## src/design/multicart_bank_switch_mapper_top_macros.svh

```systemverilog
// Assertion helpers for the mapper top level
`ifndef MULTICART_BANK_SWITCH_MAPPER_TOP_MACROS_SVH
`define MULTICART_BANK_SWITCH_MAPPER_TOP_MACROS_SVH

// Same-cycle implication, checked out of reset
`define MCBSM_ASSERT_IMP(label, ante, cons, msg) \
  label: assert property (@(posedge clk) disable iff (!rst_n) (ante) |-> (cons)) \
    else $error(msg);

// Next-cycle implication, checked out of reset
`define MCBSM_ASSERT_NXT(label, ante, cons, msg) \
  label: assert property (@(posedge clk) disable iff (!rst_n) (ante) |=> (cons)) \
    else $error(msg);

`endif

```

## src/design/mcbsm_pkg.sv

```systemverilog
`default_nettype none

package mcbsm_pkg;

  // Field widths
  localparam int CMD_W   = 2;
  localparam int ADDR_W  = 16;
  localparam int DATA_W  = 8;
  localparam int MADDR_W = 20;

  // ROM sizes in banks
  localparam int PRG_BANKS_8K = 128;
  localparam int CHR_BANKS_1K = 1024;

  // Bank number widths, fixed by the 20-bit physical address
  localparam int PRG_BANK_W  = 7;
  localparam int CHR_BANK_W  = 10;
  localparam int PRG_SPAN    = 1 << PRG_BANK_W;
  localparam int CHR_INNER_W = 7;
  localparam int CHR_INNER_N = 1 << CHR_INNER_W;
  localparam int OUTER_BASE_N = 8;

  // Register write decode
  localparam logic [ADDR_W-1:0] ADDR_MASK_BANK = 16'hE001;
  localparam logic [ADDR_W-1:0] ADDR_BANK_SEL  = 16'h8000;
  localparam logic [ADDR_W-1:0] ADDR_BANK_DATA = 16'h8001;

  // Fixed PRG banks
  localparam logic [3:0] PRG_FIXED_2ND_LAST = 4'hE;
  localparam logic [3:0] PRG_FIXED_LAST     = 4'hF;

  // Bank register reset contents, entry 7 first
  localparam logic [7:0][DATA_W-1:0] BANK_REGS_RESET =
    {8'd0, 8'd0, 8'd7, 8'd6, 8'd5, 8'd4, 8'd2, 8'd0};

  typedef enum logic [CMD_W-1:0] {
    CMD_CPU_WRITE = 2'd0,
    CMD_CPU_READ  = 2'd1,
    CMD_PPU_READ  = 2'd2
  } cmd_t;

  // One input word
  typedef struct packed {
    logic [CMD_W-1:0]  command;
    logic [ADDR_W-1:0] address;
    logic [DATA_W-1:0] value;
    logic              prg_ram_write_enable;
  } item_t;

  // Mapper state seen by the translator
  typedef struct packed {
    logic [5:0]              outer_select;
    logic [DATA_W-1:0]       bank_select;
    logic [7:0][DATA_W-1:0]  bank_regs;
  } map_state_t;

  // Bank wrap tables, computed at elaboration
  typedef logic [PRG_BANK_W-1:0] prg_tab_t [PRG_SPAN];
  typedef logic [CHR_BANK_W-1:0] chr_inner_tab_t [CHR_INNER_N];
  typedef logic [CHR_BANK_W-1:0] chr_outer_tab_t [OUTER_BASE_N];

  function automatic prg_tab_t prg_wrap_table();
    prg_tab_t t;
    for (int i = 0; i < PRG_SPAN; i++) begin
      t[i] = PRG_BANK_W'(i % PRG_BANKS_8K);
    end
    return t;
  endfunction

  function automatic chr_inner_tab_t chr_inner_table();
    chr_inner_tab_t t;
    for (int i = 0; i < CHR_INNER_N; i++) begin
      t[i] = CHR_BANK_W'(i % CHR_BANKS_1K);
    end
    return t;
  endfunction

  function automatic chr_outer_tab_t chr_outer_table();
    chr_outer_tab_t t;
    for (int i = 0; i < OUTER_BASE_N; i++) begin
      t[i] = CHR_BANK_W'((i * CHR_INNER_N) % CHR_BANKS_1K);
    end
    return t;
  endfunction

  localparam prg_tab_t       PRG_WRAP_TAB  = prg_wrap_table();
  localparam chr_inner_tab_t CHR_INNER_TAB = chr_inner_table();
  localparam chr_outer_tab_t CHR_OUTER_TAB = chr_outer_table();

endpackage

`default_nettype wire

```

## src/design/mcbsm_in_if.sv

```systemverilog
`default_nettype none

// Request channel: writes and lookups
interface mcbsm_in_if;
  logic                          valid;
  logic                          ready;
  logic [mcbsm_pkg::CMD_W-1:0]   command;
  logic [mcbsm_pkg::ADDR_W-1:0]  address;
  logic [mcbsm_pkg::DATA_W-1:0]  value;
  logic                          prg_ram_write_enable;

  modport source (output valid, command, address, value, prg_ram_write_enable,
                  input ready);
  modport sink   (input valid, command, address, value, prg_ram_write_enable,
                  output ready);
endinterface

`default_nettype wire

```

## src/design/mcbsm_out_if.sv

```systemverilog
`default_nettype none

// Result channel: translated address
interface mcbsm_out_if;
  logic                          valid;
  logic                          ready;
  logic [mcbsm_pkg::MADDR_W-1:0] mapped_address;
  logic                          mapped;

  modport source (output valid, mapped_address, mapped, input ready);
  modport sink   (input valid, mapped_address, mapped, output ready);
endinterface

`default_nettype wire

```

## src/design/multicart_bank_switch_mapper_top.sv

```systemverilog
// Channel   Modport  Word contents
// in_word   sink     command, address, value, prg_ram_write_enable
// out_word  source   mapped_address, mapped
//
// Two register stages: an input register, then translation logic into the
// result register. One word per cycle sustained while out_word is not
// stalled; each input word gives one result word.
// Register writes take effect for the word after them, in the cycle the write
// leaves the input register. Reset (rst_n low, synchronous) empties both
// stages and loads the bank registers with their power-up contents.
// A stall on out_word backs up through both stages to in_word.ready.
`default_nettype none
`include "multicart_bank_switch_mapper_top_macros.svh"

module multicart_bank_switch_mapper_top (
  input  wire logic   clk,
  input  wire logic   rst_n,
  mcbsm_in_if.sink    in_word,
  mcbsm_out_if.source out_word
);
  import mcbsm_pkg::*;

  logic                s1_valid_r, s1_valid_nxt;
  item_t               s1_item_r, s1_item_nxt;
  logic                out_valid_r, out_valid_nxt;
  logic [MADDR_W-1:0]  out_maddr_r, out_maddr_nxt;
  logic                out_mapped_r, out_mapped_nxt;
  logic                out_adv;
  logic                s1_adv;
  logic                in_rdy;
  item_t               in_item;
  map_state_t          state;
  logic [MADDR_W-1:0]  xl_maddr;
  logic                xl_mapped;

  // handshake
  assign out_adv = !out_valid_r || out_word.ready;
  assign s1_adv  = s1_valid_r && out_adv;
  assign in_rdy  = !s1_valid_r || out_adv;
  assign in_word.ready = in_rdy;

  assign in_item.command              = in_word.command;
  assign in_item.address              = in_word.address;
  assign in_item.value                = in_word.value;
  assign in_item.prg_ram_write_enable = in_word.prg_ram_write_enable;

  // input register
  always_comb begin
    s1_valid_nxt = s1_valid_r;
    s1_item_nxt  = s1_item_r;
    if (in_rdy) begin
      s1_valid_nxt = in_word.valid;
      if (in_word.valid) begin
        s1_item_nxt = in_item;
      end
    end
  end

  mcbsm_regs u_regs (
    .clk    (clk),
    .rst_n  (rst_n),
    .wr_stb (s1_adv),
    .item   (s1_item_r),
    .state  (state)
  );

  mcbsm_xlate u_xlate (
    .item           (s1_item_r),
    .state          (state),
    .mapped_address (xl_maddr),
    .mapped         (xl_mapped)
  );

  // result register
  always_comb begin
    out_valid_nxt  = out_valid_r;
    out_maddr_nxt  = out_maddr_r;
    out_mapped_nxt = out_mapped_r;
    if (out_adv) begin
      out_valid_nxt = s1_valid_r;
      if (s1_valid_r) begin
        out_maddr_nxt  = xl_maddr;
        out_mapped_nxt = xl_mapped;
      end
    end
  end

  always_ff @(posedge clk) begin
    if (!rst_n) begin
      s1_valid_r  <= 1'b0;
      out_valid_r <= 1'b0;
    end else begin
      s1_valid_r  <= s1_valid_nxt;
      out_valid_r <= out_valid_nxt;
    end
  end

  always_ff @(posedge clk) begin
    s1_item_r    <= s1_item_nxt;
    out_maddr_r  <= out_maddr_nxt;
    out_mapped_r <= out_mapped_nxt;
  end

  assign out_word.valid          = out_valid_r;
  assign out_word.mapped_address = out_maddr_r;
  assign out_word.mapped         = out_mapped_r;

  // checks
  `MCBSM_ASSERT_IMP(a_unmapped_zero, out_valid_r && !out_mapped_r, out_maddr_r == '0,
    "unmapped result carries a nonzero address")
  `MCBSM_ASSERT_NXT(a_stage_moves, s1_adv, out_valid_r,
    "word left the input register but no result followed")
  `MCBSM_ASSERT_NXT(a_bank_sel_write,
    s1_adv && (s1_item_r.command == CMD_CPU_WRITE)
      && ((s1_item_r.address & ADDR_MASK_BANK) == ADDR_BANK_SEL),
    state.bank_select == $past(s1_item_r.value),
    "bank-select write not applied")

endmodule

`default_nettype wire

```

## src/design/mcbsm_regs.sv

```systemverilog
`default_nettype none

// Outer select, bank select and bank registers with CPU write decode
module mcbsm_regs (
  input  wire logic                  clk,
  input  wire logic                  rst_n,
  input  wire logic                  wr_stb,
  input  wire mcbsm_pkg::item_t      item,
  output mcbsm_pkg::map_state_t      state
);
  import mcbsm_pkg::*;

  logic [5:0]             outer_select_r, outer_select_nxt;
  logic [DATA_W-1:0]      bank_select_r, bank_select_nxt;
  logic [7:0][DATA_W-1:0] bank_regs_r, bank_regs_nxt;
  logic                   is_write;
  logic                   in_ram_win;
  logic [ADDR_W-1:0]      masked;

  assign is_write   = wr_stb && (cmd_t'(item.command) == CMD_CPU_WRITE);
  assign in_ram_win = (item.address[15:13] == 3'b011);
  assign masked     = item.address & ADDR_MASK_BANK;

  // write decode
  always_comb begin
    outer_select_nxt = outer_select_r;
    bank_select_nxt  = bank_select_r;
    bank_regs_nxt    = bank_regs_r;
    if (is_write) begin
      if (in_ram_win) begin
        if (item.prg_ram_write_enable) begin
          outer_select_nxt = item.address[5:0];
        end
      end else if (masked == ADDR_BANK_SEL) begin
        bank_select_nxt = item.value;
      end else if (masked == ADDR_BANK_DATA) begin
        bank_regs_nxt[bank_select_r[2:0]] = item.value;
      end
    end
  end

  always_ff @(posedge clk) begin
    if (!rst_n) begin
      outer_select_r <= '0;
      bank_select_r  <= '0;
      bank_regs_r    <= BANK_REGS_RESET;
    end else begin
      outer_select_r <= outer_select_nxt;
      bank_select_r  <= bank_select_nxt;
      bank_regs_r    <= bank_regs_nxt;
    end
  end

  assign state.outer_select = outer_select_r;
  assign state.bank_select  = bank_select_r;
  assign state.bank_regs    = bank_regs_r;

endmodule

`default_nettype wire

```

## src/design/mcbsm_xlate.sv

```systemverilog
`default_nettype none

// PRG and CHR address translation
module mcbsm_xlate (
  input  wire mcbsm_pkg::item_t               item,
  input  wire mcbsm_pkg::map_state_t          state,
  output logic [mcbsm_pkg::MADDR_W-1:0]       mapped_address,
  output logic                                mapped
);
  import mcbsm_pkg::*;

  logic [1:0]            prg_win;
  logic [3:0]            prg_inner;
  logic [PRG_BANK_W-1:0] prg_bank;
  logic [PRG_BANK_W-1:0] prg_wrap;
  logic [2:0]            chr_slot;
  logic [DATA_W-1:0]     chr_inner;
  logic [CHR_BANK_W:0]   chr_sum;
  logic [CHR_BANK_W:0]   chr_wrap;
  logic                  swapped;

  // PRG: 8K windows
  assign prg_win = item.address[14:13];
  assign swapped = state.bank_select[6];

  always_comb begin
    case (prg_win)
      2'd0:    prg_inner = swapped ? PRG_FIXED_2ND_LAST : state.bank_regs[6][3:0];
      2'd1:    prg_inner = state.bank_regs[7][3:0];
      2'd2:    prg_inner = swapped ? state.bank_regs[6][3:0] : PRG_FIXED_2ND_LAST;
      default: prg_inner = PRG_FIXED_LAST;
    endcase
  end

  assign prg_bank = state.outer_select[3]
                  ? {state.outer_select[2:0], state.outer_select[5:4], prg_win}
                  : {state.outer_select[2:0], prg_inner};
  assign prg_wrap = PRG_WRAP_TAB[prg_bank];

  // CHR: 1K windows, halves swapped by bit 7
  assign chr_slot = item.address[12:10] ^ {state.bank_select[7], 2'b00};

  always_comb begin
    case (chr_slot)
      3'd0:    chr_inner = {state.bank_regs[0][7:1], 1'b0};
      3'd1:    chr_inner = {state.bank_regs[0][7:1], 1'b1};
      3'd2:    chr_inner = {state.bank_regs[1][7:1], 1'b0};
      3'd3:    chr_inner = {state.bank_regs[1][7:1], 1'b1};
      3'd4:    chr_inner = state.bank_regs[2];
      3'd5:    chr_inner = state.bank_regs[3];
      3'd6:    chr_inner = state.bank_regs[4];
      default: chr_inner = state.bank_regs[5];
    endcase
  end

  // wrap outer and inner parts separately, then one correction
  assign chr_sum  = {1'b0, CHR_OUTER_TAB[state.outer_select[2:0]]}
                  + {1'b0, CHR_INNER_TAB[chr_inner[CHR_INNER_W-1:0]]};
  assign chr_wrap = (chr_sum >= (CHR_BANK_W+1)'(CHR_BANKS_1K))
                  ? chr_sum - (CHR_BANK_W+1)'(CHR_BANKS_1K) : chr_sum;

  // result select
  always_comb begin
    mapped_address = '0;
    mapped         = 1'b0;
    case (item.command)
      CMD_CPU_READ: begin
        if (item.address[15]) begin
          mapped_address = {prg_wrap, item.address[12:0]};
          mapped         = 1'b1;
        end
      end
      CMD_PPU_READ: begin
        if (item.address[15:13] == 3'b000) begin
          mapped_address = {chr_wrap[CHR_BANK_W-1:0], item.address[9:0]};
          mapped         = 1'b1;
        end
      end
      default: begin
        mapped_address = '0;
        mapped         = 1'b0;
      end
    endcase
  end

endmodule

`default_nettype wire

```

## src/flat_wrapper.sv

```systemverilog
// flat-port wrapper written by rule: the top's interface ports become plain ports
module multicart_bank_switch_mapper_top_flat import mcbsm_pkg::*;
  (clk, rst_n, in_word_valid, in_word_command, in_word_address, in_word_value, in_word_prg_ram_write_enable, in_word_ready, out_word_valid, out_word_mapped_address, out_word_mapped, out_word_ready);
  mcbsm_in_if in_word_i ();
  mcbsm_out_if out_word_i ();
  input  wire logic clk;
  input  wire logic rst_n;
  input wire logic [$bits(in_word_i.valid)-1:0] in_word_valid;
  input wire logic [$bits(in_word_i.command)-1:0] in_word_command;
  input wire logic [$bits(in_word_i.address)-1:0] in_word_address;
  input wire logic [$bits(in_word_i.value)-1:0] in_word_value;
  input wire logic [$bits(in_word_i.prg_ram_write_enable)-1:0] in_word_prg_ram_write_enable;
  output wire logic [$bits(in_word_i.ready)-1:0] in_word_ready;
  output wire logic [$bits(out_word_i.valid)-1:0] out_word_valid;
  output wire logic [$bits(out_word_i.mapped_address)-1:0] out_word_mapped_address;
  output wire logic [$bits(out_word_i.mapped)-1:0] out_word_mapped;
  input wire logic [$bits(out_word_i.ready)-1:0] out_word_ready;
  assign in_word_i.valid = in_word_valid;
  assign in_word_i.command = in_word_command;
  assign in_word_i.address = in_word_address;
  assign in_word_i.value = in_word_value;
  assign in_word_i.prg_ram_write_enable = in_word_prg_ram_write_enable;
  assign in_word_ready = in_word_i.ready;
  assign out_word_valid = out_word_i.valid;
  assign out_word_mapped_address = out_word_i.mapped_address;
  assign out_word_mapped = out_word_i.mapped;
  assign out_word_i.ready = out_word_ready;
  multicart_bank_switch_mapper_top u_core (.clk(clk), .rst_n(rst_n), .in_word(in_word_i), .out_word(out_word_i));
endmodule
```

## config.mk

```make
export PLATFORM = sky130hd
export DESIGN_NAME = multicart_bank_switch_mapper_top_flat
export DESIGN_NICKNAME = d
export VERILOG_FILES = /design/src/design/mcbsm_pkg.sv /design/src/design/mcbsm_in_if.sv /design/src/design/mcbsm_out_if.sv /design/src/design/multicart_bank_switch_mapper_top.sv /design/src/design/mcbsm_regs.sv /design/src/design/mcbsm_xlate.sv /design/src/flat_wrapper.sv
export VERILOG_INCLUDE_DIRS = /design/src /design/src/design
export SDC_FILE = /design/constraint.sdc
export NUM_CORES = 1
export LEC_CHECK = 0
export BUFFER_PORTS_ARGS = -buffer_cell sky130_fd_sc_hd__clkbuf_2
export CORE_MARGIN = 2
export CORE_UTILIZATION = 58
export CTS_CLUSTER_DIAMETER = 200
export CTS_CLUSTER_SIZE = 8
export DETAILED_ROUTE_END_ITERATION = 16
export HOLD_SLACK_MARGIN = 0.12
export PLACE_DENSITY = 0.79
export SYNTH_ARGS = -nofsm -noshare
export SYNTH_HDL_FRONTEND = slang
export SYNTH_SLANG_ARGS = --single-unit
```

## constraint.sdc

```tcl
create_clock -name clk -period 2.31 [get_ports clk]
set_clock_uncertainty 0.05 [all_clocks]
set_input_delay 0.3465 -clock clk [delete_from_list [all_inputs] [get_ports clk]]
set_output_delay 0.3465 -clock clk [all_outputs]
set_load 0.01 [all_outputs]
```

* Word-level counts from Yosys, hierarchy flattened
Memories as Yosys holds them, arrays and structs flattened.
Index checks and enable logic that the tools add are counted.
** Storage, ports and cells
- Latch bits :: 0
- Logic and storage cells :: 85
- RAM bits :: 0
- Register bits after elaboration :: 128
- Output and inout port bits :: 23
- Memories kept :: 3
- Memory bits (read-only) :: 2256
- Input bits :: 31
** Memory list
- (name not given) :: depth 128, width 10, rd ports 1, clocked after Yosys merged registers in 0, write ports 0, RTL line mcbsm_xlate.sv:58 : + {1'b0, CHR_INNER_TAB[chr_inner[CHR_INNER_W-1:0]]};
- (name not given) :: depth 128, width 7, rd ports 1, clocked after Yosys merged registers in 0, write ports 0, RTL line mcbsm_xlate.sv:38 : assign prg_wrap = PRG_WRAP_TAB[prg_bank];
- (name not given) :: depth 8, width 10, rd ports 1, clocked after Yosys merged registers in 0, write ports 0, RTL line mcbsm_xlate.sv:57 : assign chr_sum = {1'b0, CHR_OUTER_TAB[state.outer_select[2:0]]}
** Cells by class
- $mul :: 0
- Muxes and demuxes :: 21
- Bitwise logic cells :: 6
- Shift-type cells :: 0
- $add $sub $neg :: 2
- Div/mod/pow operators :: 0
- $lt $le $gt $ge :: 6
- Equal/unequal tests :: 13
- Reductions and logical operators :: 16
** Operators by type and width (number)
- $bwmux 64 :: 1
- $mux 10 :: 5
- $pmux 7 s7 :: 1
- $mux 20 :: 2
- $pmux 20 s2 :: 1
- $demux 8 s3 :: 1
- $ge 8x8->1 const B :: 2
- $not 7->8 :: 2
- $mux 7 :: 2
- $mux 4 :: 3
- $pmux 4 s3 :: 1
- $add 10x10->11 :: 1
- $ge 11x11->1 const B :: 1
- $sub 10x1->10 const B :: 1
- $eq 3x2->1 const B :: 3
- $eq 3x3->1 const B :: 3
- $eq 4x4->1 const B :: 2
- $mux 8 :: 1
- $logic_not 3->1 :: 2
- $reduce_and 3->1 :: 2
- $eq 2x1->1 const B :: 2
- $eq 2x2->1 const B :: 2
- $ge 4x4->1 const B :: 1
- $logic_not 2->1 :: 2
- other kinds (13) :: 20

* Logic depth before layout (Yosys ltp)
Gate-level depths: netlist (run 1).
- Word-level depth :: 12
- Mapped depth :: 7

* Hierarchy
A second synthesis (run 1) with hierarchy kept.
** Second synthesis, totals
- Cells, all modules :: 450
- Area total of the unflattened synthesis :: 5285.1 sq um
** By module, submodules not included
- mcbsm_regs :: area each 3055.4 sq um, cells an instance 299, instances 1
- multicart_bank_switch_mapper_top :: area each 1545.2 sq um, cells an instance 57, instances 1
- mcbsm_xlate :: area each 684.4 sq um, cells an instance 94, instances 1

* Worst setup path after synthesis (run 1)
No wires, ideal clock.
- Kind :: register to register
- From :: register u_core.out_valid_r, in the netlist u_core.out_word.valid
- To :: register u_core.s1_item_r[0] (netlist bit) (enable)
- Path slack :: 558 ps
- Data arrival time :: 1315 ps
- Cell stages (with the launch flop) :: 4
- Path buffers :: 0
- Cell sequence :: dfxtp_1 -> nor2b_1 -> nand2_1 -> and2_1
** On the way
- Cells in the longest elaborated chain, start to end :: 4
** Ends and longest elaborated chain
- start: declaration :: RTL line multicart_bank_switch_mapper_top.sv:25 : logic out_valid_r, out_valid_nxt;
- start signal: assignment :: RTL line multicart_bank_switch_mapper_top.sv:94 : out_valid_r <= out_valid_nxt;
- $logic_not 1->1 :: RTL line multicart_bank_switch_mapper_top.sv:37 : assign out_adv = !out_valid_r || out_word.ready;
- $logic_or 1x1->1 :: RTL line multicart_bank_switch_mapper_top.sv:37
- $logic_or 1x1->1 :: RTL line multicart_bank_switch_mapper_top.sv:39 : assign in_rdy = !s1_valid_r || out_adv;
- via in_word_ready :: RTL line flat_wrapper.sv:13 : output wire logic [$bits(in_word_i.ready)-1:0] in_word_ready;
- $reduce_and 2->1 (no line)
- end signal: assignment :: RTL line multicart_bank_switch_mapper_top.sv:99 : s1_item_r <= s1_item_nxt;
- end: declaration :: RTL line multicart_bank_switch_mapper_top.sv:24 : item_t s1_item_r, s1_item_nxt;
The timed path passes the listed nets, and every way through them passes these cells.
A chain may end at the register's enable or synchronous reset.

* Worst setup path after layout (run 1)
- From :: register u_core.s1_item_r[22] (netlist bit)
- To :: register u_core.u_regs.bank_regs_r, in the netlist u_core.u_regs.state[57]
** On the way
- Cells in the longest elaborated chain, start to end :: 3
- Elaborated cells between the ends (all ways) :: 6
** Ends and longest elaborated chain
- $eq 4x4->1 / $eq 3x2->1 (equally long branches) :: RTL line mcbsm_regs.sv:34, mcbsm_regs.sv:21
- $not 1->1 (no line)
- $reduce_and 4->1 (no line) *
- end signal: assignment :: RTL line mcbsm_regs.sv:50 : bank_regs_r <= bank_regs_nxt;
- end: declaration :: RTL line mcbsm_regs.sv:15 : logic [7:0][DATA_W-1:0] bank_regs_r, bank_regs_nxt;
Mark *: on every way between the ends. The rest lies on a longest branch, timed or not.

==> results.cfg, run 1 <==
[job]
maxCapViolations = 0

[logic_synthesis]
synthCells = 399
synth.area.top_cells = edfxtp_1, dfxtp_1, mux2i_1
synthArstFlopShare_pct = 0
synth-edff-count = 48
netlist.area_leader.share_pct = 31.1
ys_warn_count = 0
synth_cell_types = 49
synth_area_um2 = 4640
synth-main-ff-cell = dfxtp_1
synth_common_cells = dfxtp_1, nand2_1, mux2i_1
synth.avg_cell_area_um2 = 11.6
ys_ff_latch = 109
syn_nets = 433
synth_top_area_cell = edfxtp_1
synth-seq-area-share_pct = 57.4

[timing]
maxSlewViolCount = 0
relSlewSlack_pct = 56.6
setup_viol = 0
hold_viol_final = 0
fin_tns_setup_ns = 0
fmax_ghz = 0.481
period_minus_slack_ns = 2.08
post-route-period-util_pct = 89.9
worst_slew_pin_slew_ns = 0.650
rsz0062_at_grt = false

[global_route]
grt_pass1_wl_mm = 16.3
track_usage_pct = 25.1
grt_pass1_vias = 3309
grt_max_degree = 39
antenna_found_initial = 0
grt_overflow_total = 0

[clock_network]
cts_buffer_depth = 2
cts_max_level = 3
cts_hold_buf = 27
clk_latency_ns = 0.39
cts-resized-gates = 0
cts-root-buf = clkbuf_8
cts_made_buffers = 9
clk_pin_slew_worst_paths_ns = 0.11
postCtsSetupBuffers = 0
clock_sinks = 109
cts_tree = yes

[layout]
area_delta_synth_final_pct = 19.3
fin_nets = 520
drive_above_1_share_pct = 20.2
antenna_cells = 0

[pwr]
p_per_area_nw_per_um2 = 631
leakage_nw = 2.19
total_power_mw = 3.49
irDropWorstVdd_v = 0.000434

[drt]
first_iter_violations = 212
highest_layer = met4
drc_errors = 0
route.met3.wl_um = 517
vias = 3322
wl_met2_mm = 5.08
via_per_inst = 5.60
wl_mm = 10.2
wl_met1_mm = 4.32
wl_per_cell_um = 17.2
first_pass_iters = 5
antenna_left = 0

[floorplanning]
std_cell_rows = 32
io_pins = 54
dieArea_um2 = 8730
die_h_um = 93.5
initial_core_util_pct = 60.1
die_w_um = 93.5
core_um2 = 7730

[placed_design]
io_buffers = 53
dp_hpwl_mm = 6.85
gp_congestion = 0.855

[setup_path]
crit_type = reg -> reg
arrival_ns = 2.34
critPathMaxFanout = 10
critPathRequiredTime_ns = 2.57
end_kind = flip-flop
critPathLaunchType = flip-flop

[hold_path]
hold_class = in -> reg

[status]
status = finished clean
-- worst paths after layout --
kind                            depth (start not counted)                 endpoint                     from  slack, ns
worst max-delay path                                    5  u_core.u_regs.state[57]     u_core.s1_item_r[22]       0.23
worst min-delay path                                    3        u_core.s1_valid_r            in_word_valid       0.16
worst max register to register                          5  u_core.u_regs.state[57]     u_core.s1_item_r[22]       0.23
worst min register to register                          2  u_core.u_regs.state[50]  u_core.u_regs.state[50]       0.41
-- state kept, by name, summed over array words and instances, names as in the netlist --
signal / cells
u_core.u_regs.bank_select_r: 5
u_core.u_regs.state: 48
u_core.s1_item_r: 27
u_core.out_word.mapped_address: 20
u_core.out_word.valid: 1
u_core.u_regs.outer_select_r: 6
u_core.out_word.mapped: 1
u_core.s1_valid_r: 1
-- power by group --
part | switching, mW | internal (mW) | total [mW]
clock | 0.702 | 0.430 | 1.13
combinational | 0.150 | 0.118 | 0.267
sequential | 0.0303 | 2.06 | 2.09
-- cell usage in the layout, fill, tap and decap left out, drive strengths merged, types with 10 or more instances in the layout --
master and instances:
nor2b 22, nand2 61, edfxtp 48, dfxtp 61, mux2i 58, o21ai 14, buf 15, and2 18
clkbuf 62, nand3 10, dlygate4sd3 27, inv 13
-- kinds of logic (layout without fill, tap and decap cells) --
family / Yosys count / after routing / synth area share (%)
adders and majority gates: 3 / 3 / 0.809
AOI/OAI and AO/OA: 50 / 50 / 7.12
muxes: 62 / 62 / 14.0
xor gates and xnor gates: 3 / 3 / 0.566
buffers and inverters: 27 / 119 / 2.59
and+or+nand+nor: 145 / 145 / 17.6
DFF: 109 / 109 / 57.4
-- metrics by stage --
stage          cells  instance area [um2]  setup slack (ns)  util [%]  hold WS, ns
5_1_grt          593                 5540             0.109      71.7        0.189
4_1_cts          593                 5540             0.266      71.7        0.150
6_report         593                 5540             0.233      71.7        0.158
3_3_place_gp     550                 5070             0.360      65.6        0.389
3_5_place_dp     550                 5070             0.296      65.6        0.398
2_1_floorplan    399                 4640             0.558         -        0.380
-- routing by layer --
metal	up-vias	GRT usage, %
li1	1589	-
met1	1594	32.2
met2	113	41.1
met3	26	3.38
met4	0	14.0
met5	-	0
-- final cells by class --
class	count	area (um2)
clock buffer	9	124
clock inverter	7	73.8
fill	555	2190
inverter	8	30.0
multi-input combinational	263	1860
sequential	109	2660
tap	102	128
timing repair buffer	95	661
-- worst max-delay path: stages, from the launching register on --
cell	delay [ns]
edfxtp_1	0.54
nor2_2	0.19
nand4_2	0.29
buf_4	0.28
nor3_2	0.40
mux2i_1	0.24
No activity file was read; power rests on OpenSTA's default activity.
==> inputs of run 2 (changes only) <==
BUFFER_PORTS_ARGS = -buffer_cell sky130_fd_sc_hd__buf_2   (was -buffer_cell sky130_fd_sc_hd__clkbuf_2)
CORE_UTILIZATION = 55   (was 58)
PLACE_DENSITY = 0.76   (was 0.79)
==> results.cfg, run 2 (synthesis gave the netlist of run 1 again) <==
[layout]
fill_cells = 613
drive_above_1_share_pct = 19.4
final_cell_mix = nand2_1, dfxtp_1, mux2i_1, buf_2, edfxtp_1
final_util_pct = 67.2
antenna_cells = 0
area_delta_synth_final_pct = 18.9
fin_nets = 518
largest_register_ffs = 48

[global_route]
antenna_found_initial = 0
grt_overflow_total = 0
grt_pass1_wl_mm = 15.7
grt_max_degree = 35
track_usage_pct = 23.1
grt_pass1_vias = 3121

[clock_network]
cts_tree = yes
cts_max_level = 3
clk_latency_ns = 0.37
postCtsSetupBuffers = 0
cts_buffer_depth = 2
cts-root-buf = clkbuf_8
cts-resized-gates = 0
cts_made_buffers = 9
clk_pin_slew_worst_paths_ns = 0.10
clock_sinks = 109

[pwr]
p_per_area_nw_per_um2 = 631
leakage_nw = 2.16
p_clk_share_pct = 32.5
seq_power_share_pct = 60.1
irDropWorstVdd_v = 0.000415
power_switching_mw = 0.803
total_power_mw = 3.48
p_comb_share_pct = 7.4
internal_power_mw = 2.68
netSwitchingFraction_pct = 23.0

[timing]
post-route-period-util_pct = 86.8
rsz0062_at_grt = false
relSlewSlack_pct = 56.6
holdWs_ns = 0.175
fin_tns_setup_ns = 0
maxSlewViolCount = 0
setup_viol = 0
hold_viol_final = 0
finalWorstSetupSlack_ns = 0.305
fmax_ghz = 0.499
worst_slew_pin_slew_ns = 0.646
period_minus_slack_ns = 2.00

[floorplanning]
dieArea_um2 = 9190
initial_core_util_pct = 56.5
die_h_um = 95.9
std_cell_rows = 33
core_um2 = 8220
die_w_um = 95.9
io_pins = 54

[drt]
first_iter_violations = 201
via_per_inst = 5.42
wl_mm = 9.77
antenna_left = 0
drc_errors = 0
wl_per_cell_um = 16.4
first_pass_iters = 5
vias = 3221

[setup_path]
critPathRequiredTime_ns = 2.50
crit_type = reg -> reg
end_kind = flip-flop
critPathMaxFanout = 7
arrival_ns = 2.20
critPathLaunchType = flip-flop

[job]
maxCapViolations = 0

[placed_design]
gp_congestion = 0.882
io_buffers = 53
place_ws_ns = 0.340
dp_hpwl_mm = 6.90

[hold_path]
hold_class = in -> reg

[status]
status = finished clean
-- run 2: changes by cell type in the layout (fill, tap and decap cells not counted), moves of 2 or more --
cell | previous run | this run
buf_4 | 14 | 12
inv_8 | 2 | 0
clkbuf_2 | 53 | 0
clkinv_2 | 0 | 2
buf_2 | 0 | 53
inv_6 | 3 | 1
-- run 2: worst max-delay path, cell delays in order, from the launching register on --
cell,delay [ns]
edfxtp_1,0.42
inv_1,0.10
ha_1,0.26
nand4_2,0.22
or3_1,0.63
mux2i_1,0.19
-- run 2: stage by stage --
stage | instance area [um2] | std cells
after CTS | 5520 | 594
after floorplan | 4640 | 399
after detailed placement | 5060 | 551
after global placement | 5060 | 551
final | 5520 | 594
after global routing | 5520 | 594
-- run 2: what timing repair did --
item	CTS	global route
endpoints found under the hold margin	27	0
hold buffers	27	0
setup endpoints to repair	0	0
-- run 2: final timing paths --
| check | startpoint | to | slack [ns] | cells after the start |
|---|---|---|---|---|
| min | in_word_valid | u_core.s1_valid_r | 0.18 | 3 |
| min reg2reg | u_core.u_regs.state[58] | u_core.u_regs.state[58] | 0.41 | 2 |
| max reg2reg | u_core.s1_item_r[26] | u_core.u_regs.state[34] | 0.31 | 5 |
| max | u_core.s1_item_r[26] | u_core.u_regs.state[34] | 0.31 | 5 |
-- run 2: power groups by stage --
| stage | logic (mW) | clock network (mW) | registers, mW |
|---|---|---|---|
| global route | 0.283 | 1.23 | 2.10 |
| global placement | 0.220 | 0 | 2.14 |
| finish | 0.259 | 1.13 | 2.09 |
| floorplan | 0.123 | 0 | 2.14 |
| detailed placement | 0.223 | 0 | 2.14 |
| CTS | 0.259 | 1.15 | 2.09 |
-- run 2: area by class of cell --
cell class | count | area (um2) | share of cell area (%)
clock buffer | 10 | 128 | 2.31
clock inverter | 6 | 61.3 | 1.11
inverter | 8 | 30.0 | 0.544
multi-input combinational | 263 | 1860 | 33.7
sequential | 109 | 2660 | 48.3
tap | 105 | 131 | 2.38
timing repair buffer | 93 | 646 | 11.7
-- run 2: layer usage --
metal / routed length [um] / global-route usage (%)
met2: 4620 / 36.6
met3: 588 / 4.70
met5: 0 / 0
met4: 149 / 7.14
met1: 4420 / 32.1
==> inputs of run 3 (changes only) <==
PLACE_DENSITY = default   (was 0.76)
PLACE_DENSITY_LB_ADDON = 0.2   (was default)
==> results.cfg, run 3 (synthesis gave the netlist of run 1 again) <==
[status]
status = finished clean

[floorplanning]
io_pins = 54
initial_core_util_pct = 56.5
dieArea_um2 = 9190
die_h_um = 95.9
die_w_um = 95.9
core_um2 = 8220
std_cell_rows = 33

[pwr]
irDropWorstVdd_v = 0.000401
p_per_area_nw_per_um2 = 641
total_power_mw = 3.57
leakage_nw = 2.19

[placed_design]
gp_congestion = 0.864
dp_hpwl_mm = 7.00
io_buffers = 53
place_ws_ns = 0.300

[drt]
first_iter_violations = 272
vias = 3259
via_per_inst = 5.45
first_pass_iters = 4
wl_mm = 10.3
wl_per_cell_um = 17.2
drc_errors = 0
antenna_left = 0

[timing]
setup_viol = 0
fmax_ghz = 0.495
period_minus_slack_ns = 2.02
post-route-period-util_pct = 87.5
finalWorstSetupSlack_ns = 0.288
rsz0062_at_grt = false
maxSlewViolCount = 0
worst_slew_pin_slew_ns = 0.606
hold_viol_final = 0
relSlewSlack_pct = 59.3
fin_tns_setup_ns = 0

[clock_network]
clk_pin_slew_worst_paths_ns = 0.10
cts_buffer_depth = 2
cts_made_buffers = 9
clock_sinks = 109
cts-resized-gates = 0
cts_tree = yes
cts-root-buf = clkbuf_8
clk_latency_ns = 0.37
cts_max_level = 3

[global_route]
grt_max_degree = 43
grt_overflow_total = 0
track_usage_pct = 24.1
grt_pass1_wl_mm = 16.2
grt_pass1_vias = 3290
antenna_found_initial = 0

[setup_path]
critPathLaunchType = flip-flop
arrival_ns = 2.21
end_kind = flip-flop
path_cells = inv_1 -> ha_1 -> nand4_2 -> or3_1 -> mux2i_1
path_buf_inv = 1
slowest_stage = or3_1
crit_type = reg -> reg
critical-path-top-delay-family = simple AND/OR/NAND/NOR gates
critPathMaxFanout = 7
critPathRequiredTime_ns = 2.50
slowest_delay_ns = 0.67

[layout]
largest_register_ffs = 48
area_delta_synth_final_pct = 20.1
final_cell_mix = nand2_1, dfxtp_1, mux2i_1, buf_2, edfxtp_1
final_util_pct = 67.8
antenna_cells = 0
fin_nets = 522
drive_above_1_share_pct = 20.3

[hold_path]
hold_class = in -> reg

[job]
maxCapViolations = 0
## run 3: worst paths after layout
| kind | cells past startpoint | startpoint | slack, ns | to |
|---|---|---|---|---|
| min | 3 | in_word_valid | 0.16 | u_core.s1_valid_r |
| max | 5 | u_core.s1_item_r[26] | 0.29 | u_core.u_regs.state[35] |
| min reg2reg | 2 | u_core.u_regs.state[48] | 0.41 | u_core.u_regs.state[48] |
| max reg2reg | 5 | u_core.s1_item_r[26] | 0.29 | u_core.u_regs.state[35] |
## run 3: repair_timing
| action | CTS | global route |
|---|---|---|
| hold endpoints to repair | 27 | 0 |
| setup buffers | 0 | 0 |
| hold buffers | 27 | 0 |
## run 3: layout make-up
cell class | count | area (um2)
Multi-Input combinational cell | 263 | 1860
Clock inverter | 4 | 53.8
Clock buffer | 12 | 160
Tap cell | 105 | 131
Inverter | 8 | 30.0
Fill cell | 612 | 2640
Sequential cell | 109 | 2660
Timing Repair Buffer | 97 | 676
## run 3: worst reg2reg max path, stage by stage, from the launching register on
cell and delay [ns]:
edfxtp_1 0.41, inv_1 0.09, ha_1 0.25, nand4_2 0.22
or3_1 0.67, mux2i_1 0.20
## run 3: per-layer routing
metal / track usage [%] / vias up / wire length [um]
met4: 9.40 / 0 / 239
met1: 31.9 / 1553 / 4530
li1: - / 1592 / -
met2: 38.2 / 94 / 4900
met3: 6.03 / 20 / 598
met5: 0 / - / 0
## run 3: through the flow
| step | hold WS [ns] | cell area, um2 | std cells |
|---|---|---|---|
| 3_5_place_dp | 0.397 | 5090 | 555 |
| 2_1_floorplan | 0.380 | 4640 | 399 |
| 5_1_grt | 0.181 | 5570 | 598 |
| 3_3_place_gp | 0.392 | 5090 | 555 |
| 4_1_cts | 0.152 | 5570 | 598 |
| 6_report | 0.160 | 5570 | 598 |
## run 3: where the power goes
group	internal, mW	total [mW]	switching (mW)
registers	2.06	2.09	0.0311
clock network	0.585	1.21	0.629
logic	0.119	0.263	0.144
total	2.77	3.57	0.805
